===== config.mk =====
export PLATFORM = sky130hd
export DESIGN_NAME = cri_scale
export DESIGN_NICKNAME = d
export VERILOG_FILES = /design/src/design/cylinder_radial_imperfection_macros.svh /design/src/design/cri_scale.sv
export SDC_FILE = /design/constraint.sdc
export NUM_CORES = 2
export LEC_CHECK = 0
export BUFFER_PORTS_ARGS = -buffer_cell sky130_fd_sc_hd__buf_2
export CELL_PAD_IN_SITES_DETAIL_PLACEMENT = 0
export CELL_PAD_IN_SITES_GLOBAL_PLACEMENT = 1
export CORE_UTILIZATION = 30
export CTS_BUF_LIST = sky130_fd_sc_hd__clkbuf_4
export CTS_CLUSTER_DIAMETER = 80
export CTS_CLUSTER_SIZE = 16
export DETAILED_ROUTE_END_ITERATION = 16
export PLACE_DENSITY = 0.63
export SYNTH_ARGS = -nofsm -noshare
export SYNTH_HDL_FRONTEND = slang
export SYNTH_SLANG_ARGS = --single-unit

===== constraint.sdc =====
create_clock -name i_clk -period 10.9 [get_ports i_clk]
set_input_delay 0 -clock i_clk [delete_from_list [all_inputs] [get_ports i_clk]]
set_output_delay 0 -clock i_clk [all_outputs]
set_load 0.1 [all_outputs]

===== src/design/cylinder_radial_imperfection_macros.svh =====
// ----------------------------------------------------------------------------
// Assertion macros for the cylinder radial imperfection block
// Shared helpers for concurrent checks, clocked on the rising edge.
// ----------------------------------------------------------------------------
`ifndef CYLINDER_RADIAL_IMPERFECTION_MACROS_SVH
`define CYLINDER_RADIAL_IMPERFECTION_MACROS_SVH

// same-cycle implication, disabled while reset is low
`define CRI_ASSERT_SAME(lbl, clk, rst_n, ante, cons) \
    lbl: assert property (@(posedge clk) disable iff (!rst_n) (ante) |-> (cons)) \
        else $error("assertion failed");

// next-cycle implication, disabled while reset is low
`define CRI_ASSERT_NEXT(lbl, clk, rst_n, ante, cons) \
    lbl: assert property (@(posedge clk) disable iff (!rst_n) (ante) |=> (cons)) \
        else $error("assertion failed");

`endif


===== src/design/cri_scale.sv =====
// ----------------------------------------------------------------------------
// cri_scale
// Two-stage scaling of one coordinate by alpha, with rounding and saturation.
// ----------------------------------------------------------------------------
module cri_scale #(
    parameter int CW = 32
) (
    input  logic                 i_clk,
    input  logic                 i_en,
    input  logic signed [CW-1:0] i_c,
    input  logic [31:0]          i_alpha,
    output logic signed [CW-1:0] o_c
);
    localparam int P1W = CW + 16;
    localparam int P2W = CW + 17;
    localparam int MW  = CW + 3;
    localparam logic [MW-1:0] MAX_POS = (MW'(1) << (CW - 1)) - MW'(1);

    logic [CW-1:0]  mag_in;
    logic [P1W-1:0] n_p1, r_p1;
    logic [P2W-1:0] n_p2, r_p2;
    logic           r_neg;
    logic [P2W-1:0] sum;
    logic [MW-1:0]  mag;
    logic signed [CW-1:0] n_out, r_out;

    assign mag_in = i_c[CW-1] ? CW'(-i_c) : CW'(i_c);
    assign n_p1 = P1W'(mag_in) * P1W'(i_alpha[31:16]);
    assign n_p2 = P2W'(mag_in) * P2W'(i_alpha[15:0]) + P2W'(32'd536870912);

    assign sum = P2W'(r_p1) + (r_p2 >> 16);
    assign mag = MW'(sum >> 14);

    always_comb begin
        if (r_neg) begin
            if (mag > MAX_POS + MW'(1)) n_out = CW'(MAX_POS + MW'(1));
            else n_out = CW'(-mag);
        end else begin
            if (mag > MAX_POS) n_out = CW'(MAX_POS);
            else n_out = CW'(mag);
        end
    end

    always_ff @(posedge i_clk) begin
        if (i_en) begin
            r_p1 <= n_p1; r_p2 <= n_p2; r_neg <= i_c[CW-1];
            r_out <= n_out;
        end
    end

    assign o_c = r_out;
endmodule


== After elaboration in Yosys (flattened, before gate mapping) ==
Index checks and enable logic that the tools add are counted.

* $add $sub $neg: 4
* Multiply operators: 2
* $lt $le $gt $ge: 2
* Muxes and demuxes: 4

{| class="wikitable"
|+ Operators by type and width
! cell !! number
|-
| 32-bit two-way mux || 4
|-
| 32-bit by 16-bit multiplier with 48-bit output || 2
|-
| 32-bit negator || 2
|-
| 48-bit by 30-bit adder with 49-bit output (second input constant) || 1
|-
| 48-bit by 33-bit adder with 49-bit output || 1
|-
| 35-bit by 31-bit greater-than comparator with 1-bit output (second input constant) || 1
|-
| 35-bit by 32-bit greater-than comparator with 1-bit output (second input constant) || 1
|}

* Register bits: 130
* Bits of input ports: 66
* Output and inout port bits: 32
* Word-level logic and storage cells: 16

== Logic depth before layout (Yosys ltp) ==
* Depth after elaboration: 4
* Depth in mapped cells: 35
* Depth with buffers taken out: 31

== Least setup slack after synthesis ==
No wires, ideal clock.

* Path kind: input port to flip-flop
* From: input i_c[7]
* To: register r_p1[44], data pin
* Setup time: 265 ps
* Arrival time: 8037 ps
* Data required time: 10635 ps
* Setup slack: 2598 ps
* Stages on the path: 30
* Buffers on the path: 2
* Cell sequence: or4_1 > nor2_1 > nand3_1 > or4_1 > clkbuf_1 > o41ai_1 > xnor2_1 > clkbuf_1 > nand2_1 > fa_1 > fa_1 > fa_1 > inv_1 > fa_1 > fa_1 > inv_1 > fa_1 > inv_1 > ha_1 > and3_1 > and3b_1 > a211oi_1 > nor2_1 > a2111oi_0 > nor3_1 > or2_2 > o211a_1 > a21boi_0 > o21ai_0 > xor2_1

* Cells in the longest elaborated chain, start to end: 3

{| class="wikitable"
|+ RTL lines
! what !! line !! source
|-
| from (decl) || cri_scale.sv:10 || <nowiki>input logic signed [CW-1:0] i_c,</nowiki>
|-
| 32-bit negator || cri_scale.sv:27 || <nowiki>assign mag_in = i_c[CW-1] ? CW'(-i_c) : CW'(i_c);</nowiki>
|-
| 32-bit two-way mux * || cri_scale.sv:27 ||
|-
| 32-bit by 16-bit multiplier with 48-bit output * || cri_scale.sv:28 || <nowiki>assign n_p1 = P1W'(mag_in) * P1W'(i_alpha[31:16]);</nowiki>
|-
| net n_p1[44] || cri_scale.sv:20 || <nowiki>logic [P1W-1:0] n_p1, r_p1;</nowiki>
|-
| to (signal assigned) || cri_scale.sv:46 || <nowiki>r_p1 <= n_p1; r_p2 <= n_p2; r_neg <= i_c[CW-1];</nowiki>
|-
| to (decl) || cri_scale.sv:20 ||
|}

Mark *: on every way through the listed nets, which the timed path passes. The rest lies on a longest branch.
A chain may end at the register's enable or synchronous reset.

== Final worst setup path ==
* From: input i_c[0]
* To: register r_p1[44], data pin

Same word-level chain as after synthesis.

==> results.json <==
{
  "outcome": "complete, no violations",
  "io_buffers": 97,
  "synthAdderAreaFrac_pct": 51.6,
  "synth.most_common_cell": "inv_1",
  "die_h_microns": 366,
  "grt_antenna_before_repair": 20,
  "synth_top_area_share_pct": 42.0,
  "rows": 133,
  "synth_edf_count": 114,
  "post_cts_buffers": 0,
  "drtAntennaViolNets": 0,
  "drcViolationCount": 0,
  "die_w_microns": 366,
  "grtUsageMet1_pct": 24.7,
  "die_area_sq_mm": 0.134,
  "fillerInstances": 13814,
  "start_kind": "primary input",
  "grt.busiest_layer": "met2",
  "cp_top_family": "adder cells",
  "core_sq_mm": 0.132,
  "grt_max_degree": 69,
  "cp_data_required_time_ns": 11.24,
  "crit_buf_inv": 5,
  "setup.worst_path.class": "in2reg",
  "path_common_cell": "fa_1",
  "htreeDepth": 4,
  "crit_slowest_cell": "or4_1",
  "first_pass_iters": 5,
  "cts_root_buf": "clkbuf_4",
  "hold_path.class": "in2reg",
  "wl_per_cell_microns": 18.7,
  "place_congestion": 0.886,
  "cts_buffers": 17,
  "rr_endpoint": "o_c[2]$_DFFE_PP_",
  "initial_utilization_pct": 30.2,
  "max_freq_mhz": 109,
  "syn-cell-area_sq_mm": 0.0398,
  "yosys.area_share.xor_xnor_pct": 2.75,
  "synthSimpleGateAreaFrac_pct": 17.9,
  "worstPathArrival_ns": 9.51,
  "worst_pin_slew_ns": 1.11,
  "netlist-cell-type-count": 88,
  "drive_above_1_share_pct": 6.33,
  "synth.top_cells.by_area": "fa_1 42%, ha_1 9.6%, inv_1 9.1%, edfxtp_1 8.6%, and2_1 6.9%",
  "slew_viol_final": 0,
  "cts_tree": "built",
  "clkSinkCount": 114,
  "clkLatencyLatePin_ns": 0.60,
  "slew_headroom_pct": 25.5,
  "grt_pass1_vias": 31556,
  "viasPerCell": 4.75,
  "endpoint": "r_p1[44]$_DFFE_PP_",
  "timing.final.crit_share_pct": 84.1,
  "synth_top_family_by_area": "adder cells",
  "maxCapViolCount": 0,
  "synth_ff_type": "edfxtp_1",
  "r2r.worst_path.cells": 12,
  "multi_input_area_sq_mm": 0.0321,
  "r2r_start": "r_p2[38]$_DFFE_PP_",
  "clkTransAtPathRegs_ns": 0.11,
  "yosysWarnings": 0,
  "vias": 29238,
  "finClkSkew_ns": 0.0251,
  "grt_use_met2_pct": 29.0,
  "cts_resized": 0,
  "dp_hpwl_microns": 92400,
  "syn_area_per_cell_sq_um": 8.97,
  "hold_viol": 0,
  "grt_pass1_wl_microns": 184000,
  "synth_nets": 5642,
  "worst-path-stages": 30,
  "muxShareOfSynthArea_pct": 0.283,
  "tns_ns": 0,
  "io_pins": 98,
  "synthCells": 4436,
  "synth_compound_area_share_pct": 7.48,
  "setup_viol": 0,
  "num-nets-final": 5587,
  "synth_top_area_cell": "fa_1",
  "r2r_setup_slack_ns": 5.77,
  "cpPeakStageDelay_ns": 0.67,
  "clock_path_buffers": 2,
  "fin_crit_ns": 9.16,
  "yosysSeqAreaShare_pct": 8.60,
  "yosys-top-cells-count": "965 x inv_1, 836 x fa_1, 662 x nand2_1",
  "holdBufCountCts": 1,
  "seqCellArea_sq_mm": 0.00342,
  "track_usage_pct": 17.5,
  "first_iter_violations": 1482,
  "crit_start": "i_c[0]",
  "use_met3_pct": 2.04,
  "cp-end-kind": "flip-flop",
  "ys_seq_elements": 114,
  "wl_microns": 115000,
  "ys_async_sr_fraction_pct": 0,
  "crit_fanout": 19,
  "rsz0062_at_grt": "false",
  "overflow": 0,
  "syn2layout_area_growth_pct": 7.03
}
how the worst min path moves through the flow:
stage                     start                end  slack, ns  cells after the start
floorplan               i_c[31]    r_neg$_DFFE_PP_        0.1                      0
global placement           i_en  o_c[26]$_DFFE_PP_       0.55                      1
detailed placement         i_en  o_c[25]$_DFFE_PP_       0.55                      1
CTS                 i_alpha[16]  r_p1[0]$_DFFE_PP_       0.15                      2
global route             i_c[0]  r_p1[0]$_DFFE_PP_       0.19                      3
finish              i_alpha[16]  r_p1[0]$_DFFE_PP_       0.20                      2
per-stage QoR:
| step | area (sq um) | utilization (%) | hold slack (ns) | instances | worst slack (ns) |
|---|---|---|---|---|---|
| after floorplan | 39800 | - | 0.0989 | 4436 | 2.60 |
| after global placement | 42300 | 32.1 | 0.545 | 6116 | 1.20 |
| after detailed placement | 42300 | 32.1 | 0.551 | 6116 | 0.961 |
| after CTS | 42600 | 32.4 | 0.149 | 6149 | 1.65 |
| after global routing | 42600 | 32.4 | 0.186 | 6154 | 1.00 |
| final | 42600 | 32.4 | 0.203 | 6154 | 1.74 |
flip-flops by register name (all words and copies together) (netlist names):
name   count
r_p1      48
r_p2      33
r_neg      1
o_c       32
routing by layer:
layer | vias up | share of wire, %
li1 | 13369 | -
met3 | 93 | 5.0
met5 | - | 0.040
met2 | 697 | 47
met1 | 15071 | 47
met4 | 8 | 1.3
layout make-up:
| cell class | count | share of cell area (%) |
|---|---|---|
| antenna | 5 | 0.0294 |
| tap | 1755 | 5.15 |
| clock buffer | 18 | 0.317 |
| sequential | 114 | 8.04 |
| timing repair buffer | 154 | 2.16 |
| clock inverter | 14 | 0.441 |
| inverter | 965 | 8.50 |
| multi-input combinational | 3129 | 75.4 |
cell families after synthesis:
group	count (synthesis)
adder cells (fa/ha/maj)	1140
flip-flops	114
buffers and inverters	1193
AO/OA/AOI/OAI	420
AND/OR/NAND/NOR	1433
multiplexers	11
XOR/XNOR	125
cell usage in the layout, fill, tap and decap left out, drive strengths merged, types with 13 or more instances in the layout:
| master | netlist | layout |
|---|---|---|
| a211oi | 34 | 34 |
| a21o | 43 | 43 |
| a21oi | 108 | 108 |
| and2 | 442 | 442 |
| and3 | 24 | 24 |
| buf | 13 | 153 |
| clkbuf | 215 | 18 |
| edfxtp | 114 | 114 |
| fa | 836 | 836 |
| ha | 304 | 304 |
| inv | 965 | 966 |
| nand2 | 662 | 662 |
| nand2b | 13 | 13 |
| nand3 | 40 | 40 |
| nand4 | 23 | 23 |
| nor2 | 84 | 84 |
| nor2b | 36 | 36 |
| nor3 | 37 | 37 |
| nor4 | 15 | 15 |
| o211ai | 14 | 14 |
| o21a | 25 | 25 |
| o21ai | 83 | 83 |
| o21bai | 14 | 14 |
| o31ai | 13 | 13 |
| or3 | 16 | 16 |
| xnor2 | 83 | 83 |
| xor2 | 42 | 42 |
Power is not shown: default switching activity piles up to over one toggle a cycle in this logic, so the estimate is an artifact.
