--- config.mk ---
export PLATFORM = sky130hd
export DESIGN_NAME = cri_vec_stage
export DESIGN_NICKNAME = d
export VERILOG_FILES = /design/src/design/cylinder_radial_imperfection_macros.svh /design/src/design/cri_pkg.sv /design/src/design/cri_vec_stage.sv
export SDC_FILE = /design/constraint.sdc
export NUM_CORES = 1
export LEC_CHECK = 0
export BUFFER_PORTS_ARGS = -buffer_cell sky130_fd_sc_hd__buf_2
export CORE_AREA = 2 2 128 130
export CTS_CLUSTER_DIAMETER = 80
export DETAILED_ROUTE_END_ITERATION = 12
export DIE_AREA = 0 0 130 132
export GPL_TIMING_DRIVEN = 1
export HOLD_SLACK_MARGIN = 0.05
export PLACE_DENSITY_LB_ADDON = 0.12
export SYNTH_ARGS = -nofsm -noshare
export SYNTH_HDL_FRONTEND = slang
export SYNTH_SLANG_ARGS = --single-unit
export TNS_END_PERCENT = 30
--- constraint.sdc ---
create_clock -name i_clk -period 4.8 [get_ports i_clk]
set_clock_uncertainty 0.1 [all_clocks]
set_input_delay 0.72 -clock i_clk [delete_from_list [all_inputs] [get_ports i_clk]]
set_output_delay 0.72 -clock i_clk [all_outputs]
set_load 0.05 [all_outputs]
--- src/design/cylinder_radial_imperfection_macros.svh ---
// ----------------------------------------------------------------------------
// Assertion macros for the cylinder radial imperfection block
// Shared helpers for concurrent checks, clocked on the rising edge.
// ----------------------------------------------------------------------------
`ifndef CYLINDER_RADIAL_IMPERFECTION_MACROS_SVH
`define CYLINDER_RADIAL_IMPERFECTION_MACROS_SVH

// same-cycle implication, disabled while reset is low
`define CRI_ASSERT_SAME(lbl, clk, rst_n, ante, cons) \
    lbl: assert property (@(posedge clk) disable iff (!rst_n) (ante) |-> (cons)) \
        else $error("assertion failed");

// next-cycle implication, disabled while reset is low
`define CRI_ASSERT_NEXT(lbl, clk, rst_n, ante, cons) \
    lbl: assert property (@(posedge clk) disable iff (!rst_n) (ante) |=> (cons)) \
        else $error("assertion failed");

`endif

--- src/design/cri_pkg.sv ---
// ----------------------------------------------------------------------------
// cri_pkg
// Constants, register indexes and the CORDIC arctangent table.
// ----------------------------------------------------------------------------
package cri_pkg;

    localparam int unsigned CFG_IDX_W = 8;
    localparam logic [CFG_IDX_W-1:0] CFG_AMPLITUDE = 8'd0;
    localparam logic [CFG_IDX_W-1:0] CFG_WAVE_MODE = 8'd1;

    localparam int unsigned PHASE_W = 32;
    localparam int unsigned ROT_W   = 34;
    localparam logic signed [ROT_W-1:0] GAIN_Q30 = 34'sd652032874;
    localparam logic signed [ROT_W-1:0] ONE_Q30  = 34'sd1073741824;

    // atan(2^-i) in phase units, full turn = 2^32
    function automatic logic [PHASE_W-1:0] cri_atan(input logic [4:0] idx);
        logic [PHASE_W-1:0] v;
        case (idx)
            5'd0:  v = 32'd536870912;
            5'd1:  v = 32'd316933406;
            5'd2:  v = 32'd167458907;
            5'd3:  v = 32'd85004756;
            5'd4:  v = 32'd42667331;
            5'd5:  v = 32'd21354465;
            5'd6:  v = 32'd10679838;
            5'd7:  v = 32'd5340245;
            5'd8:  v = 32'd2670163;
            5'd9:  v = 32'd1335087;
            5'd10: v = 32'd667544;
            5'd11: v = 32'd333772;
            5'd12: v = 32'd166886;
            5'd13: v = 32'd83443;
            5'd14: v = 32'd41722;
            5'd15: v = 32'd20861;
            5'd16: v = 32'd10430;
            5'd17: v = 32'd5215;
            5'd18: v = 32'd2608;
            5'd19: v = 32'd1304;
            5'd20: v = 32'd652;
            5'd21: v = 32'd326;
            5'd22: v = 32'd163;
            5'd23: v = 32'd81;
            5'd24: v = 32'd41;
            5'd25: v = 32'd20;
            5'd26: v = 32'd10;
            5'd27: v = 32'd5;
            5'd28: v = 32'd3;
            5'd29: v = 32'd1;
            5'd30: v = 32'd1;
            default: v = 32'd0;
        endcase
        return v;
    endfunction

endpackage

--- src/design/cri_vec_stage.sv ---
// ----------------------------------------------------------------------------
// cri_vec_stage
// One registered step of the vectoring CORDIC that finds the node angle.
// ----------------------------------------------------------------------------
module cri_vec_stage #(
    parameter int W     = 34,
    parameter int SHIFT = 0
) (
    input  logic                i_clk,
    input  logic                i_en,
    input  logic signed [W-1:0] i_y,
    input  logic signed [W-1:0] i_z,
    input  logic [31:0]         i_ang,
    output logic signed [W-1:0] o_y,
    output logic signed [W-1:0] o_z,
    output logic [31:0]         o_ang
);
    import cri_pkg::*;

    logic signed [W-1:0] ys, zs;
    logic [31:0]         at;
    logic signed [W-1:0] n_y, n_z;
    logic [31:0]         n_ang;
    logic signed [W-1:0] r_y, r_z;
    logic [31:0]         r_ang;

    assign ys = i_y >>> SHIFT;
    assign zs = i_z >>> SHIFT;
    assign at = cri_atan(5'(SHIFT));

    // rotate toward the positive y axis
    always_comb begin
        if (!i_z[W-1]) begin
            n_y = i_y + zs; n_z = i_z - ys; n_ang = i_ang + at;
        end else begin
            n_y = i_y - zs; n_z = i_z + ys; n_ang = i_ang - at;
        end
    end

    always_ff @(posedge i_clk) begin
        if (i_en) begin
            r_y <= n_y; r_z <= n_z; r_ang <= n_ang;
        end
    end

    assign o_y = r_y;
    assign o_z = r_z;
    assign o_ang = r_ang;
endmodule

# == After elaboration in Yosys (flattened, before gate mapping) ==
# Index checks and enable logic that the tools add are counted.
# totals
mem_count,0
word_cells,11
ram_bits,0
output_inout_bits,100
ff_bits,100
rom_bits,0
latch_bits,0
# op_classes
mux,3
n_div,0
n_lt_le_gt_ge,0
add_sub_neg,5
n_bitwise,0
shift,0
n_mul,0
n_eq_ne,0
n_reduce_logical,0
# ops
cell,n
two-way mux 34 bit,2
subtractor 34 bit,2
adder 34 bit,1
adder 32 x 30 -> 32 bit (second input constant),1
two-way mux 32 bit,1
subtractor 32 x 30 -> 32 bit (second input constant),1

# == Logic depth before layout (Yosys ltp) ==
# logic_depth
ltp_word,2
mapped_depth,14

# == Worst setup path before layout ==
# Ideal clock, no wire load.
# synth_timing
kind,in2reg
startpoint,in i_y[6]
endpoint,reg r_z[30] (netlist: o_z[30]) (data pin)
slack_ns,1.168
cell_stages,13
path_buffers,1
setup_ns,0.260
required_time_ns,4.440
arrival_time_ns,3.273
cell_sequence,inv_1 > ha_1 > buf_6 > or4_4 > nor2_2 > o211ai_2 > a311oi_2 > o22ai_2 > o31ai_2 > a311oi_1 > o31ai_2 > a21oi_1 > xnor2_1
# synth_between
elab_chain_cells,2
elab_cells_between_ends,3
cone_classes,2 x add/sub; 1 x mux
# synth_lines
item,line_no,source
"start, declared",cri_vec_stage.sv:11,"input logic signed [W-1:0] i_y,"
subtractor 34 bit / adder 34 bit (equally long branches),"cri_vec_stage.sv:34, cri_vec_stage.sv:36",
two-way mux 34 bit (*),cri_vec_stage.sv:33,if (!i_z[W-1]) begin
net n_z[30],cri_vec_stage.sv:22,"logic signed [W-1:0] n_y, n_z;"
"end signal, assigned",cri_vec_stage.sv:42,r_y <= n_y; r_z <= n_z; r_ang <= n_ang;
"end, declared",cri_vec_stage.sv:24,"logic signed [W-1:0] r_y, r_z;"
# Mark *: on every way through the listed nets, which the timed path passes. The rest lies on a longest branch.
# A chain may end at the register's enable or synchronous reset.

# == Worst setup path in the final report ==
# layout_timing
startpoint,in i_y[6]
endpoint,reg r_y[29] (netlist: o_y[29]) (data pin)
# layout_between
elab_chain_cells,2
elab_cells_between_ends,3
cone_classes,2 x add/sub; 1 x mux
# layout_lines
item,line_no
adder 34 bit / subtractor 34 bit (equally long branches),"cri_vec_stage.sv:34, cri_vec_stage.sv:36"
two-way mux 34 bit (*),cri_vec_stage.sv:33
net n_y[29],cri_vec_stage.sv:22
"end signal, assigned",cri_vec_stage.sv:42
"end, declared",cri_vec_stage.sv:24
# Marked as above.

==> key figures <==
Die
  • Effective utilization at floorplan: 55.0%
  • Top-level port count: 202
  • Die Y: roughly 130 um
  • Placeable core area: 0.0157 sq mm
  • Width of the chip: 130 um
  • Area of the die: approximately 0.017 sq mm
  • Number of standard-cell rows in the floorplan: 46

Global route
  • Pin count of the biggest net entering global routing: 71
  • Number of global-route vias before repair: approximately 7400
  • Global routing's busiest layer: met2
  • Met1 demand-to-capacity share in global routing: 39.1%
  • Congestion Overflow GR: 0
  • Met2 routing resource usage after global routing: 49.0%
  • Overall fraction of global-route tracks in use: 29.5%
  • Initial antenna violation count: 0
  • Fraction of met3 tracks used by global routing: under 10%
  • First-pass GRT wire length: a little under 40000 um

Layout
  • Layout cells sized above 1: 21.1%
  • Net total in the final layout: ~1400
  • Final antenna diode count: 0
  • Fill cell total of the finished layout: approximately 1400
  • P&R area growth vs syn: 17.0%
  • Final Util: between 60% and 70%
  • Post-route insts no fill: 1366
  • Area of all sequential standard cells: 0.00297 sq mm
  • Multi-input logic area: 0.00506 sq mm

Clock network
  • CTS max path bufs: 2
  • H-tree depth: 3
  • Clock edge transition at the registers on the reported setup and hold paths: 0.08 ns
  • Number of resized instances in the post-cts repair step: 0
  • Total CTS buffers: 9
  • Number of buffers inserted for hold repair after clock tree synthesis: 0
  • Clock tree root buffer cell: sky130_fd_sc_hd__clkbuf_16
  • Clock net sink count: 99
  • Clock tree from TritonCTS: done
  • Count of buffers added by post-CTS timing repair for setup: 0

Timing
  • RSZ-0062 raised after global routing: no
  • Setup TNS Final: 0 ns
  • Total count of max-transition violations in the final report: 0
  • Setup-failing EPs final: 0
  • Least-Margin Pin Slew: 0.937 ns
  • Post-route minimum period: 3.95 ns
  • Count of endpoints failing hold in the final timing report: 0
  • Achievable Freq: about 0.25 GHz
  • Final period utilization: between 80% and 90%
  • Relative slew slack: 37.6%
  • Worst-case setup margin in the final layout: between 0.8 and 0.9 ns

Power
  • Sw frac: approximately two fifths
  • Overall power after layout: 3.40 mW
  • Pleak: 4.57 nW
  • Combinational cell fraction of total power: 42.1%
  • P_int: 1.99 mW
  • Flop pwr share: 33.6%
  • Worst supply voltage drop on vdd: 0.209 mV
  • Cell Pwr Density: 337 mW/mm^2
  • Share of power burned in the clock network: about a quarter
  • Net switching power figure: 1.42 mW

Yosys
  • Proportion of register bits with asynchronous set or reset after synthesis: 0%
  • Cell count after synthesis: 973
  • Number of warnings printed during yosys synthesis: 0
  • Net count after synthesis: 1178
  • Main area contributors after synthesis: sky130_fd_sc_hd__edfxtp_1 (34%), sky130_fd_sc_hd__ha_1 (14%), sky130_fd_sc_hd__a21oi_1 (6.6%)
  • Share of the synthesized area in the top cell type: roughly a third
  • Library cell with the largest summed area after synthesis: sky130_fd_sc_hd__edfxtp_1
  • Commonest cells post-synth: sky130_fd_sc_hd__a21oi_1 (114), sky130_fd_sc_hd__inv_1 (105), sky130_fd_sc_hd__edfxtp_1 (99), sky130_fd_sc_hd__ha_1 (99), sky130_fd_sc_hd__nor2_1 (90)
  • Netlist area before placement: 0.00864 sq mm
  • Part of the Yosys area used for sequential elements: between 30% and 40%
  • Top_reg_cell synth: sky130_fd_sc_hd__edfxtp_1
  • Flops & latches, synth: approximately 100
  • Synth cell types: 69
  • Most frequently used cell type in the post-synthesis netlist: sky130_fd_sc_hd__a21oi_1
  • Avg Synthesized Cell Area: 8.88 sq um
  • Number of flops mapped to enable cells by yosys: between 90 and 100

Drt
  • Routed vias/inst: between 5 and 6
  • Violation count after the first detailed-route iteration: 681
  • Total vias in the final route: 7888
  • Number of iterations in the first detailed-routing pass: 6
  • Post-route DRC violation count: 0
  • Final ANT Viol Nets: 0
  • Overall routed net length: approximately 25000 um
  • Routed len/inst: 18.7 um

Worst setup path
  • Type of origin of the critical path: input pin
  • Top fanout value on the critical path: 10
  • Delay contributed by the slowest stage of the critical path: 0.59 ns
  • Data required time of the worst path: about 4.8 ns
  • Buffer and inverter count on the worst path: 2
  • Critical Path AT: between 3 and 4 ns
  • Kind of cell adding the most delay to the critical path: compound AO/OA/AOI/OAI gates
  • Critical path endpoint category: flip-flop
  • Library cell contributing the largest single delay on the critical path: sky130_fd_sc_hd__or4_4
  • Critical-path cell list: buf_2, inv_1, ha_1, or4_4, a21oi_1, nor3_1, o21ai_1, nand3_1, a2111o_1, a31oi_1, o21ai_0, xnor2_1
  • Category of the most critical setup path: input pin to flip-flop

Placed design
  • Hpwl dp: about 20000 um
  • Total instance count after detailed placement: about 1400
  • RePlAce Congestion: approximately 1.0
  • Pre-CTS setup slack: about 0.54 ns
  • Number of buffers inserted by port buffering: 201

Run
  • Max-cap violations: 0

Worst hold path
  • Min-Delay Path Class: input pin to flip-flop

Outcome
  • Result of the run: complete, no violations
-- per-stage QoR --
step	hold WS [ns]	cell area (sq um)
2_1_floorplan	0.719	8640
3_3_place_gp	0.796	9780
3_5_place_dp	0.798	9780
4_1_cts	0.428	10100
5_1_grt	0.430	10100
6_report	0.429	10100
-- layout make-up --
cell class              count  share of cell area, %
well taps                 216                   2.67
clock buffers               9                   2.23
repair buffers            209                   10.6
clock inverters             7                   1.03
multi-input cells         718                   50.1
flip-flops and latches     99                   29.4
inverters                 108                   4.01
-- kinds of logic after synthesis --
| family | count (synthesis) | synth area share [%] |
|---|---|---|
| AOI/OAI and AO/OA | 310 | 22.8 |
| and+or+nand+nor | 224 | 12.1 |
| buffers and inverters | 156 | 6.99 |
| adders and majority gates | 103 | 15.3 |
| DFF | 99 | 34.4 |
| xor gates and xnor gates | 64 | 6.49 |
| muxes | 17 | 1.97 |
-- path summary, 6_finish.rpt --
kind / startpoint / cells past startpoint / endpoint / slack (ns)
setup / recovery: i_y[6] / 12 / o_y[29]$_DFFE_PP_ / 0.85
hold / removal: i_ang[25] / 1 / o_ang[25]$_DFFE_PP_ / 0.43
-- layer usage --
layer,vias to the layer above,routed length [um]
met4,0,658
li1,3802,-
met2,345,12000
met1,3692,10900
met3,49,1950
met5,-,0
-- power by group through the flow --
stage	combinational [mW]	clock [mW]	sequential [mW]
after floorplan	0.596	0	1.60
after global placement	1.41	0	1.16
after detailed placement	1.41	0	1.17
after CTS	1.42	0.839	1.15
after global routing	1.53	0.861	1.16
final	1.43	0.828	1.14
-- layout by cell type (no fill, tap or decap), drive strengths merged, types with 3 or more instances in the layout --
| cell | count |
|---|---|
| a211oi | 8 |
| a21boi | 3 |
| a21o | 20 |
| a21oi | 114 |
| a311oi | 7 |
| a31o | 3 |
| a31oi | 8 |
| and2 | 6 |
| buf | 209 |
| clkbuf | 9 |
| clkinv | 4 |
| edfxtp | 99 |
| fa | 4 |
| ha | 99 |
| inv | 109 |
| mux2i | 17 |
| nand2 | 43 |
| nand2b | 7 |
| nand3 | 13 |
| nand4 | 16 |
| nor2 | 91 |
| nor2b | 9 |
| nor3 | 18 |
| nor4 | 6 |
| o211ai | 14 |
| o21a | 9 |
| o21ai | 66 |
| o21bai | 22 |
| o22ai | 4 |
| o311ai | 3 |
| o31ai | 7 |
| or2 | 5 |
| or3 | 3 |
| xnor2 | 57 |
| xor2 | 7 |
-- state kept, by name, indices dropped and copies added (netlist names) --
name and count:
o_ang 32, o_y 34, o_z 33
No activity file was read; power rests on OpenSTA's default activity.
