<file path="config.mk">
export PLATFORM = sky130hd
export DESIGN_NAME = cri_rot_stage
export DESIGN_NICKNAME = d
export VERILOG_FILES = /design/src/design/cylinder_radial_imperfection_macros.svh /design/src/design/cri_pkg.sv /design/src/design/cri_rot_stage.sv
export SDC_FILE = /design/constraint.sdc
export NUM_CORES = 1
export LEC_CHECK = 0
export BUFFER_PORTS_ARGS = -buffer_cell sky130_fd_sc_hd__buf_4
export CORE_MARGIN = 2
export CORE_UTILIZATION = 55
export DETAILED_ROUTE_END_ITERATION = 10
export GPL_ROUTABILITY_DRIVEN = 0
export PLACE_DENSITY = 0.78
export REMOVE_ABC_BUFFERS = 1
export SLEW_MARGIN = 0
export SYNTH_ARGS = -nofsm -noshare
export SYNTH_HDL_FRONTEND = slang
export SYNTH_SLANG_ARGS = --single-unit
export TNS_END_PERCENT = 100
</file>
<file path="constraint.sdc">
create_clock -name i_clk -period 7.2 [get_ports i_clk]
set_clock_uncertainty 0.15 [all_clocks]
set_input_delay 0.36 -clock i_clk [delete_from_list [all_inputs] [get_ports i_clk]]
set_output_delay 0.36 -clock i_clk [all_outputs]
set_load 0.01 [all_outputs]
</file>
<file path="src/design/cylinder_radial_imperfection_macros.svh">
// ----------------------------------------------------------------------------
// Assertion macros for the cylinder radial imperfection block
// Shared helpers for concurrent checks, clocked on the rising edge.
// ----------------------------------------------------------------------------
`ifndef CYLINDER_RADIAL_IMPERFECTION_MACROS_SVH
`define CYLINDER_RADIAL_IMPERFECTION_MACROS_SVH

// same-cycle implication, disabled while reset is low
`define CRI_ASSERT_SAME(lbl, clk, rst_n, ante, cons) \
    lbl: assert property (@(posedge clk) disable iff (!rst_n) (ante) |-> (cons)) \
        else $error("assertion failed");

// next-cycle implication, disabled while reset is low
`define CRI_ASSERT_NEXT(lbl, clk, rst_n, ante, cons) \
    lbl: assert property (@(posedge clk) disable iff (!rst_n) (ante) |=> (cons)) \
        else $error("assertion failed");

`endif

</file>
<file path="src/design/cri_pkg.sv">
// ----------------------------------------------------------------------------
// cri_pkg
// Constants, register indexes and the CORDIC arctangent table.
// ----------------------------------------------------------------------------
package cri_pkg;

    localparam int unsigned CFG_IDX_W = 8;
    localparam logic [CFG_IDX_W-1:0] CFG_AMPLITUDE = 8'd0;
    localparam logic [CFG_IDX_W-1:0] CFG_WAVE_MODE = 8'd1;

    localparam int unsigned PHASE_W = 32;
    localparam int unsigned ROT_W   = 34;
    localparam logic signed [ROT_W-1:0] GAIN_Q30 = 34'sd652032874;
    localparam logic signed [ROT_W-1:0] ONE_Q30  = 34'sd1073741824;

    // atan(2^-i) in phase units, full turn = 2^32
    function automatic logic [PHASE_W-1:0] cri_atan(input logic [4:0] idx);
        logic [PHASE_W-1:0] v;
        case (idx)
            5'd0:  v = 32'd536870912;
            5'd1:  v = 32'd316933406;
            5'd2:  v = 32'd167458907;
            5'd3:  v = 32'd85004756;
            5'd4:  v = 32'd42667331;
            5'd5:  v = 32'd21354465;
            5'd6:  v = 32'd10679838;
            5'd7:  v = 32'd5340245;
            5'd8:  v = 32'd2670163;
            5'd9:  v = 32'd1335087;
            5'd10: v = 32'd667544;
            5'd11: v = 32'd333772;
            5'd12: v = 32'd166886;
            5'd13: v = 32'd83443;
            5'd14: v = 32'd41722;
            5'd15: v = 32'd20861;
            5'd16: v = 32'd10430;
            5'd17: v = 32'd5215;
            5'd18: v = 32'd2608;
            5'd19: v = 32'd1304;
            5'd20: v = 32'd652;
            5'd21: v = 32'd326;
            5'd22: v = 32'd163;
            5'd23: v = 32'd81;
            5'd24: v = 32'd41;
            5'd25: v = 32'd20;
            5'd26: v = 32'd10;
            5'd27: v = 32'd5;
            5'd28: v = 32'd3;
            5'd29: v = 32'd1;
            5'd30: v = 32'd1;
            default: v = 32'd0;
        endcase
        return v;
    endfunction

endpackage

</file>
<file path="src/design/cri_rot_stage.sv">
// ----------------------------------------------------------------------------
// cri_rot_stage
// One registered step of the rotation CORDIC that forms the cosine.
// ----------------------------------------------------------------------------
module cri_rot_stage #(
    parameter int SHIFT = 0
) (
    input  logic                            i_clk,
    input  logic                            i_en,
    input  logic signed [cri_pkg::ROT_W-1:0] i_x,
    input  logic signed [cri_pkg::ROT_W-1:0] i_y,
    input  logic signed [cri_pkg::ROT_W-1:0] i_r,
    input  logic                            i_neg,
    output logic signed [cri_pkg::ROT_W-1:0] o_x,
    output logic signed [cri_pkg::ROT_W-1:0] o_y,
    output logic signed [cri_pkg::ROT_W-1:0] o_r,
    output logic                            o_neg
);
    import cri_pkg::*;

    logic signed [ROT_W-1:0] xs, ys, at;
    logic signed [ROT_W-1:0] n_x, n_y, n_r;
    logic signed [ROT_W-1:0] r_x, r_y, r_r;
    logic                    r_neg;

    assign xs = i_x >>> SHIFT;
    assign ys = i_y >>> SHIFT;
    assign at = signed'({2'b00, cri_atan(5'(SHIFT))});

    always_comb begin
        if (!i_r[ROT_W-1]) begin
            n_x = i_x - ys; n_y = i_y + xs; n_r = i_r - at;
        end else begin
            n_x = i_x + ys; n_y = i_y - xs; n_r = i_r + at;
        end
    end

    always_ff @(posedge i_clk) begin
        if (i_en) begin
            r_x <= n_x; r_y <= n_y; r_r <= n_r; r_neg <= i_neg;
        end
    end

    assign o_x = r_x;
    assign o_y = r_y;
    assign o_r = r_r;
    assign o_neg = r_neg;
endmodule

</file>
Word level (Yosys, flattened, before mapping)
Cells that the tools add are included.
{ "word_totals": {"register_bits": 103, "latch_bits": 0, "mem_bits_rw": 0, "mem_bits_ro": 0, "out_inout_bits": 103, "n_memories": 0} }
{ "classes": {"addsub": 5, "mul": 0, "div": 0, "n_lt_le_gt_ge": 0, "eq_ne": 0, "n_shift": 0, "muxes": 3, "n_bitwise": 0, "n_reduce_logical": 0} }
{ "ops": {"columns": ["op", "n"], "rows": [
  ["$mux W34", 3],
  ["$sub A34 B34 Y34", 2],
  ["$add A34 B31 Y34 const B", 1],
  ["$add A34 B34 Y34", 1],
  ["$sub A34 B31 Y34 const B", 1]
]} }

Logic depth before layout (Yosys ltp)
Gate-level depths: netlist of the first run.
{ "depth": {"depth_word": 2, "depth_mapped": 12, "depth_no_buf": 12} }

Worst setup path after synthesis of the first run
No wires, ideal clock.
{ "synth_timing": {"path_type": "input-to-reg", "startpoint": "in i_x[15] (netlist name)", "endpoint": "reg r_x[30] (netlist: o_x[30]), data pin", "setup_ns": 0.269, "arrival_ns": 2.430, "required_time_ns": 6.781, "setup_slack_ns": 4.351, "stages": 11, "cell_sequence": "inv_1 -> ha_1 -> or3_4 -> nor4_4 -> o2111ai_2 -> nand3_2 -> o211ai_4 -> o311ai_4 -> a311oi_2 -> a2bb2oi_2 -> xor2_1"} }
{ "synth_via": {"elab_chain_cells": 2, "elab_cells_between_ends": 3, "classes_between": "add/sub (2); mux (1)"} }
{ "synth_lines": {"columns": ["element", "line", "rtl"], "rows": [
  ["from (decl)", "cri_rot_stage.sv:10", "input logic signed [cri_pkg::ROT_W-1:0] i_x,"],
  ["$sub A34 B34 Y34 or $add A34 B34 Y34 (tied branches)", "cri_rot_stage.sv:32, cri_rot_stage.sv:34", null],
  ["$mux W34 (*)", "cri_rot_stage.sv:31", "if (!i_r[ROT_W-1]) begin"],
  ["named net n_x[30]", "cri_rot_stage.sv:22", "logic signed [ROT_W-1:0] n_x, n_y, n_r;"],
  ["to (signal assigned)", "cri_rot_stage.sv:40", "r_x <= n_x; r_y <= n_y; r_r <= n_r; r_neg <= i_neg;"],
  ["to (decl)", "cri_rot_stage.sv:23", "logic signed [ROT_W-1:0] r_x, r_y, r_r;"]
]} }
The timed path passes the listed nets; every way through them passes the cells marked *.
A chain may end at the register's enable or synchronous reset.

Worst setup path in the final report of the first run
{ "layout_timing": {"startpoint": "in i_x[10] (netlist name)", "endpoint": "reg r_x[30] (netlist: o_x[30]), data pin"} }
The elaborated chain is that of the path after synthesis.

==> run metrics, run 1 <==
Critical Path Fanout Max 12; YS warnings 0; post-synth design cell area ~0.0090 mm2; VDD IR-drop max 0.000131 V; post-synthesis mux area share 1.11%; setup_tns 0 ps; EDFF count, synth 102; remaining global-route overflow 0; Via Count 8342; Final setup violation count 0; drt via density around 6.0; Synth Flop Type edfxtp_1; Synth Instances 1003; Bufs on Longest Clock Path 2; Post-Layout Cell Count 1401; Reg clk slew, reported paths 80 ps; crit-path max cell delay ~580 ps; Layout fillers roughly 1300; core box area roughly 0.016 mm2; Adder-Cell Fraction of Synth Area 15.2%; H-tree depth 3; DRC viols 0; most used cell along the critical path nand2_1; vias in the first global route 7734; Worst Tran Pin Value 954 ps; worst hold slack around 27 ps; Initial Util around 56%; Worst Setup End Kind flip-flop; slowest CP cell o41ai_1; post-CTS setup buffers 0; first-pass GRT wire length approximately 41000 um; GRT met1 Usage around 40%; CP Launch Type input port; Data arrival, critical path 3210 ps; post-synthesis sequential area ratio 34.1%; Post-Syn Area per Cell roughly 9.0 um2; worst-path cell chain buf_4 > inv_1 > ha_1 > nand2_1 > nor3_1 > a21bo_2 > a21boi_0 > o41ai_1 > nand2_1 > a2bb2oi_2 > xor2_1; final core occ 68.7%; fin crit period 3270 ps; I/O pin count around 210; # diodes 0; dpl hpwl 20100 um; Port Buffers just over 200; P_leak ~4.8 nW; dpl cells roughly 1400; Initial DRC Count 1009; DP Worst Slack approximately 3700 ps; Area growth syn-to-layout 21.9%; largest family of logic cells by synthesized area compound AO/OA/AOI/OAI gates; CTS tree built; total die area between 0.015 and 0.02 mm2; final worst slack between 3000 and 4000 ps; Num CTS Buffers 9; post-cts resize count 0; DRT Wirelength around 26000 um; XOR/XNOR Fraction of Synth Area under 10%; Data required, critical path 7140 ps; crit share post-route between 40% and 50%; drt wl/cell about 18 um; pwr/cell area ~190 mW/mm2; Final ANT Viol Nets 0; height of the die between 100 and 150 um; Final Hold Viols 0; initial antenna violation count 0; layout cells sized above 1 approximately a fifth; CTS root buf clkbuf_16; Yosys cell types 80; Crit Path Class input port to flip-flop; met3 Resource Use GR between 5 and 6%; Synth Area in Compound Gates 23.0%; RSZ-0062 raised after global routing false; Hold Buf Count CTS 0; Rows 46; Worst Hold Class input port to flip-flop; met2 layer usage reported by global route 47.4%; final-stage net count roughly 1400; Slew Viols, Final 0; largest net degree at the start of global routing between 80 and 90; Synth async-reset ratio 0%; number of iterations in the first detailed-routing pass 6; Total GRT Usage roughly 29%; flops & latches, synth around 100; grt peak-use layer met2; die width 132 um; Slew HR between 30 and 40%; Clock Sinks approximately 100; Post-Synth Simple-Gate Area about an eighth; status complete, no violations; Fmax just over 0.3 GHz; # Max-Cap Violations 0
==> layout by cell type (no fill, tap or decap), types with 10 or more instances in the layout <==
master,count
buf_4,209
o31ai_1,10
nor3_1,19
nand4_1,10
o21ai_0,76
nand3_1,25
nand2_1,44
a21o_1,17
nand2b_1,16
a21oi_1,117
inv_1,108
ha_1,103
edfxtp_1,102
xnor2_1,59
o21bai_1,13
nor2_1,79
mux2i_1,10
nor2b_1,12
a211oi_1,10
==> state kept, by name, indices dropped and copies added, names as in the netlist <==
| register | cells |
|---|---|
| o_r | 34 |
| o_neg | 1 |
| o_y | 33 |
| o_x | 34 |
==> logic make-up after synthesis <==
logic type               Yosys count
AO/OA/AOI/OAI                    321
XOR/XNOR                          68
adder cells (fa/ha/maj)          107
buffers and inverters            155
flip-flops                       102
multiplexers                      10
AND/OR/NAND/NOR                  240
==> power breakdown <==
part | internal, W | leakage [nW] | switching (W) | total (W)
registers | 0.000766 | 0.998 | 0.0000273 | 0.000793
logic | 0.000333 | 3.69 | 0.000451 | 0.000784
clock network | 0.000279 | 0.152 | 0.000250 | 0.000529
==> Yosys cell counts, types with 8 or more instances <==
cell / count / area, um2
a21oi_1: 117 / 586
inv_1: 108 / 405
ha_1: 103 / 1290
edfxtp_1: 102 / 3060
nor2_1: 79 / 297
o21ai_0: 76 / 380
xnor2_1: 59 / 517
nand2_1: 44 / 165
nand3_1: 25 / 125
clkbuf_1: 24 / 90.1
nor3_1: 19 / 95.1
a21o_1: 17 / 128
nand2b_1: 16 / 100
o21bai_1: 13 / 97.6
nor2b_1: 12 / 75.1
buf_2: 11 / 55.1
a211oi_1: 10 / 75.1
mux2i_1: 10 / 100
nand4_1: 10 / 62.6
o31ai_1: 10 / 75.1
a31oi_1: 9 / 56.3
xor2_1: 9 / 78.8
o21a_1: 8 / 60.1
==> metal layers <==
metal,wire length [um],up-vias
met5,0,-
met4,658,0
met3,2430,74
met2,11900,501
met1,10900,3845
li1,-,3922
==> metrics by stage <==
stage	total power, W	instance area, um2
2_1_floorplan	0.00124	8790
3_3_place_gp	0.00156	10600
3_5_place_dp	0.00157	10600
4_1_cts	0.00210	10900
5_1_grt	0.00220	10900
6_report	0.00211	10900
==> worst max-delay path: cells and delay by family <==
kind            cells  cell delay [ps]
buf+inv             2              140
fa+ha+maj           1              530
xor+xnor            1               80
simple gates        3              850
compound gates      4             1250
==> path summary, 6_finish.rpt <==
check / start / to / slack (ps) / depth (start not counted)
max: i_x[10] / o_x[30] / 3930 / 11
min: i_r[12] / o_r[12] / 30 / 1
==> layout make-up <==
cell class / count / area (um2) / share of cell area (%)
multi-input cells: 746 / 5310 / 48.5
flip-flops and latches: 102 / 3060 / 28.0
repair buffers: 209 / 1570 / 14.3
inverters: 112 / 420 / 3.84
well taps: 216 / 270 / 2.47
clock buffers: 9 / 225 / 2.06
clock inverters: 7 / 91.3 / 0.834
Note: power is estimated with default switching activity, not from simulation.
==> run 2, diff against run 1 <==
--- a/config.mk
+++ b/config.mk
@@ -5,12 +5,13 @@
 export SDC_FILE = /design/constraint.sdc
 export NUM_CORES = 1
 export LEC_CHECK = 0
+export ABC_AREA = 1
 export BUFFER_PORTS_ARGS = -buffer_cell sky130_fd_sc_hd__buf_4
 export CORE_MARGIN = 2
-export CORE_UTILIZATION = 55
+export CORE_UTILIZATION = 52
 export DETAILED_ROUTE_END_ITERATION = 10
 export GPL_ROUTABILITY_DRIVEN = 0
-export PLACE_DENSITY = 0.78
+export PLACE_DENSITY = 0.76
 export REMOVE_ABC_BUFFERS = 1
 export SLEW_MARGIN = 0
 export SYNTH_ARGS = -nofsm -noshare
==> constraint.sdc (replaced) <==
create_clock -name i_clk -period 2.8 [get_ports i_clk]
set_clock_uncertainty 0.15 [all_clocks]
set_input_delay 0.14 -clock i_clk [delete_from_list [all_inputs] [get_ports i_clk]]
set_output_delay 0.14 -clock i_clk [all_outputs]
set_load 0.01 [all_outputs]
==> run 2 against run 1 <==
Against the previous run:
- combinational power rose to 2.9 times the previous value
- via count increased by 35%
- setup slack lost 3400 ps
- core utilization decreased by 4.7 points
- clock power grew 130%
- synthesized cell count increased by 57%
- global-route usage increased by 1.4 points
- design area grew 17%
- non-clock buffer count is 39 higher
- routed wire length is 29% higher
- total power rose to 2.6 times the previous value
- largest power group is now combinational logic
==> run metrics, run 2 <==
Final setup violation count 0; Synth async-reset ratio 0%; remaining global-route overflow 0; top-area cell type share of the netlist area between 20 and 30%; Fmax around 0.45 GHz; Worst Setup End Kind flip-flop; Worst Tran Pin Value a little under 700 ps; most numerous cell in the Yosys netlist nand2_1; Data required, critical path ~2800 ps; most used cell along the critical path nand2_1; DRT Wirelength around 33000 um; setup_tns 0 ps; grt peak-use layer met2; Reg clk slew, reported paths ~70 ps; Post-Syn Area per Cell between 6 and 7 um2; Slew Viols, Final 0; Switching Share 38.1%; YS warnings 0; fin crit period around 2200 ps; Rows 52; RSZ-0062 raised after global routing false; Reg power frac between 30% and 40%; Slew HR between 50% and 60%; H-tree depth 3; crit-path max cell delay 550 ps; layout cells sized above 1 14.9%; post-cts resize count 0; Synth Flop Type edfxtp_1; DRC viols 0; Worst path top cell family by delay simple AND/OR/NAND/NOR gates; post-synthesis sequential area ratio between 20% and 30%; largest net degree at the start of global routing 60; height of the die 147 um; CTS tree built; Hold Buf Count CTS 31; total die area 0.0215 mm2; # diodes 0; crit share post-route approximately 80%; die width 147 um; Num CTS Buffers 9; CTS root buf clkbuf_16; pwr/cell area 426 mW/mm2; dpl hpwl 27100 um; vias in the first global route 10800; clock share of power between 20% and 30%; Yosys cell types 40; drt via density about 5.4; status complete, no violations; met3 Resource Use GR under 10%; initial antenna violation count 0; core box area 0.0201 mm2; Critical Path Fanout Max 11; commonest non-fill, non-tap cell in the layout nand2_1; most frequent cells in the layout nand2_1 (454), inv_1 (249), buf_4 (216), nand3_1 (160), nor2_1 (117); worst-path cell chain buf_4 > inv_1 > ha_1 > nand2_1 > nor2_2 > a21oi_1 > o21ai_1 > nand2_1 > nand2_1 > nand2_1 > nand3_1 > nand2_1; Critical path buffers and inverters 2; # Max-Cap Violations 0; first-pass GRT wire length 52900 um; post-synth design cell area 0.0106 mm2; Total GRT Usage 30.8%; PnR Total Power roughly 0.0055 W; Sw Pwr around 0.0021 W; EDFF count, synth about 100; Port Buffers about 210; I/O pin count about 210; Final Hold Viols 0; drt wl/cell about 16 um; Synth top cells by count nand2_1 (454), inv_1 (249), nand3_1 (160), nor2_1 (117), a21oi_1 (115); slowest CP cell ha_1; Worst Hold Class input port to flip-flop; Area growth syn-to-layout 21.3%; met2 layer usage reported by global route 50.1%; Final ANT Viol Nets 0; VDD IR-drop max ~0.00026 V; Bufs on Longest Clock Path 2; post-CTS setup buffers 0; CP Launch Type input port; Initial Util 52.7%; Data arrival, critical path roughly 2200 ps; Synth Instances approximately 1600; Internal approximately 0.0034 W; Via Count roughly 11000; Gate power share about two fifths; Crit Path Class input port to flip-flop; Layout fillers approximately 1900; final-stage net count 2000; worst hold slack just over 3 ps; Synth area leaders edfxtp_1 (29%), nand2_1 (16%), ha_1 (12%); Clock Sinks between 100 and 150; area leader, netlist edfxtp_1; Initial DRC Count 981; P_leak 6.61 nW; GRT met1 Usage between 40% and 50%; flops & latches, synth 102; number of iterations in the first detailed-routing pass 6
==> run 2: cell count changes in the layout (fill, tap and decap cells not counted), moves of 15 or more <==
| cell | delta |
|---|---|
| xor2_1 | +17 |
| nand2b_1 | -15 |
| xnor2_1 | -58 |
| nand3_1 | +135 |
| nor2_1 | +38 |
| nand2_1 | +410 |
| inv_1 | +141 |
| dlygate4sd3_1 | +31 |
==> run 2: path summary, 6_finish.rpt <==
path / start / end / slack (ps) / cells past startpoint
hold / removal: i_r[30] / o_r[30] / 3 / 2
setup / recovery: i_x[3] / o_x[21] / 560 / 12
==> run 2: metrics by stage <==
| stage | instance area [um2] | instances | util, % | worst slack (ps) |
|---|---|---|---|---|
| finish | 12900 | 2062 | 64.0 | 560 |
| global route | 12900 | 2062 | 64.0 | 336 |
| CTS | 12900 | 2062 | 64.0 | 616 |
| detailed placement | 12300 | 2016 | 61.1 | 246 |
| global placement | 12300 | 2016 | 61.1 | 313 |
| floorplan | 10300 | 1529 | - | 789 |
==> run 2: final cells by class <==
cell class              count  area [um2]  area share [%]
clock inverters             6        46.3           0.360
inverters                 254         953            7.41
clock buffers               9         225            1.75
repair buffers            248        1950            15.2
well taps                 270         338            2.63
flip-flops and latches    102        3060            23.8
multi-input cells        1173        6280            48.9
==> run 2: routing by layer <==
metal  vias up  routed length [um]
li1       5492                   -
met1      5067               14200
met2       579               14900
met3        99                2720
met4         0                1570
met5         -                   0
==> run 2: power groups by stage <==
stage               Combinational [W]  Sequential, W  Clock, W
floorplan                     0.00118        0.00211         0
global placement              0.00213        0.00201         0
finish                        0.00226        0.00198   0.00124
global route                  0.00248        0.00200   0.00131
detailed placement            0.00217        0.00201         0
CTS                           0.00221        0.00198   0.00125
==> run 2: cells by family (layout without fill, tap and decap cells) <==
| logic type | Yosys count | count (layout) | share of synthesized area (%) |
|---|---|---|---|
| AO/OA/AOI/OAI | 244 | 244 | 12.4 |
| buffers and inverters | 299 | 517 | 11.8 |
| flip-flops | 102 | 102 | 28.9 |
| multiplexers | 2 | 2 | 0.189 |
| adder cells (fa/ha/maj) | 107 | 107 | 12.9 |
| XOR/XNOR | 27 | 27 | 2.23 |
| AND/OR/NAND/NOR | 793 | 793 | 31.6 |
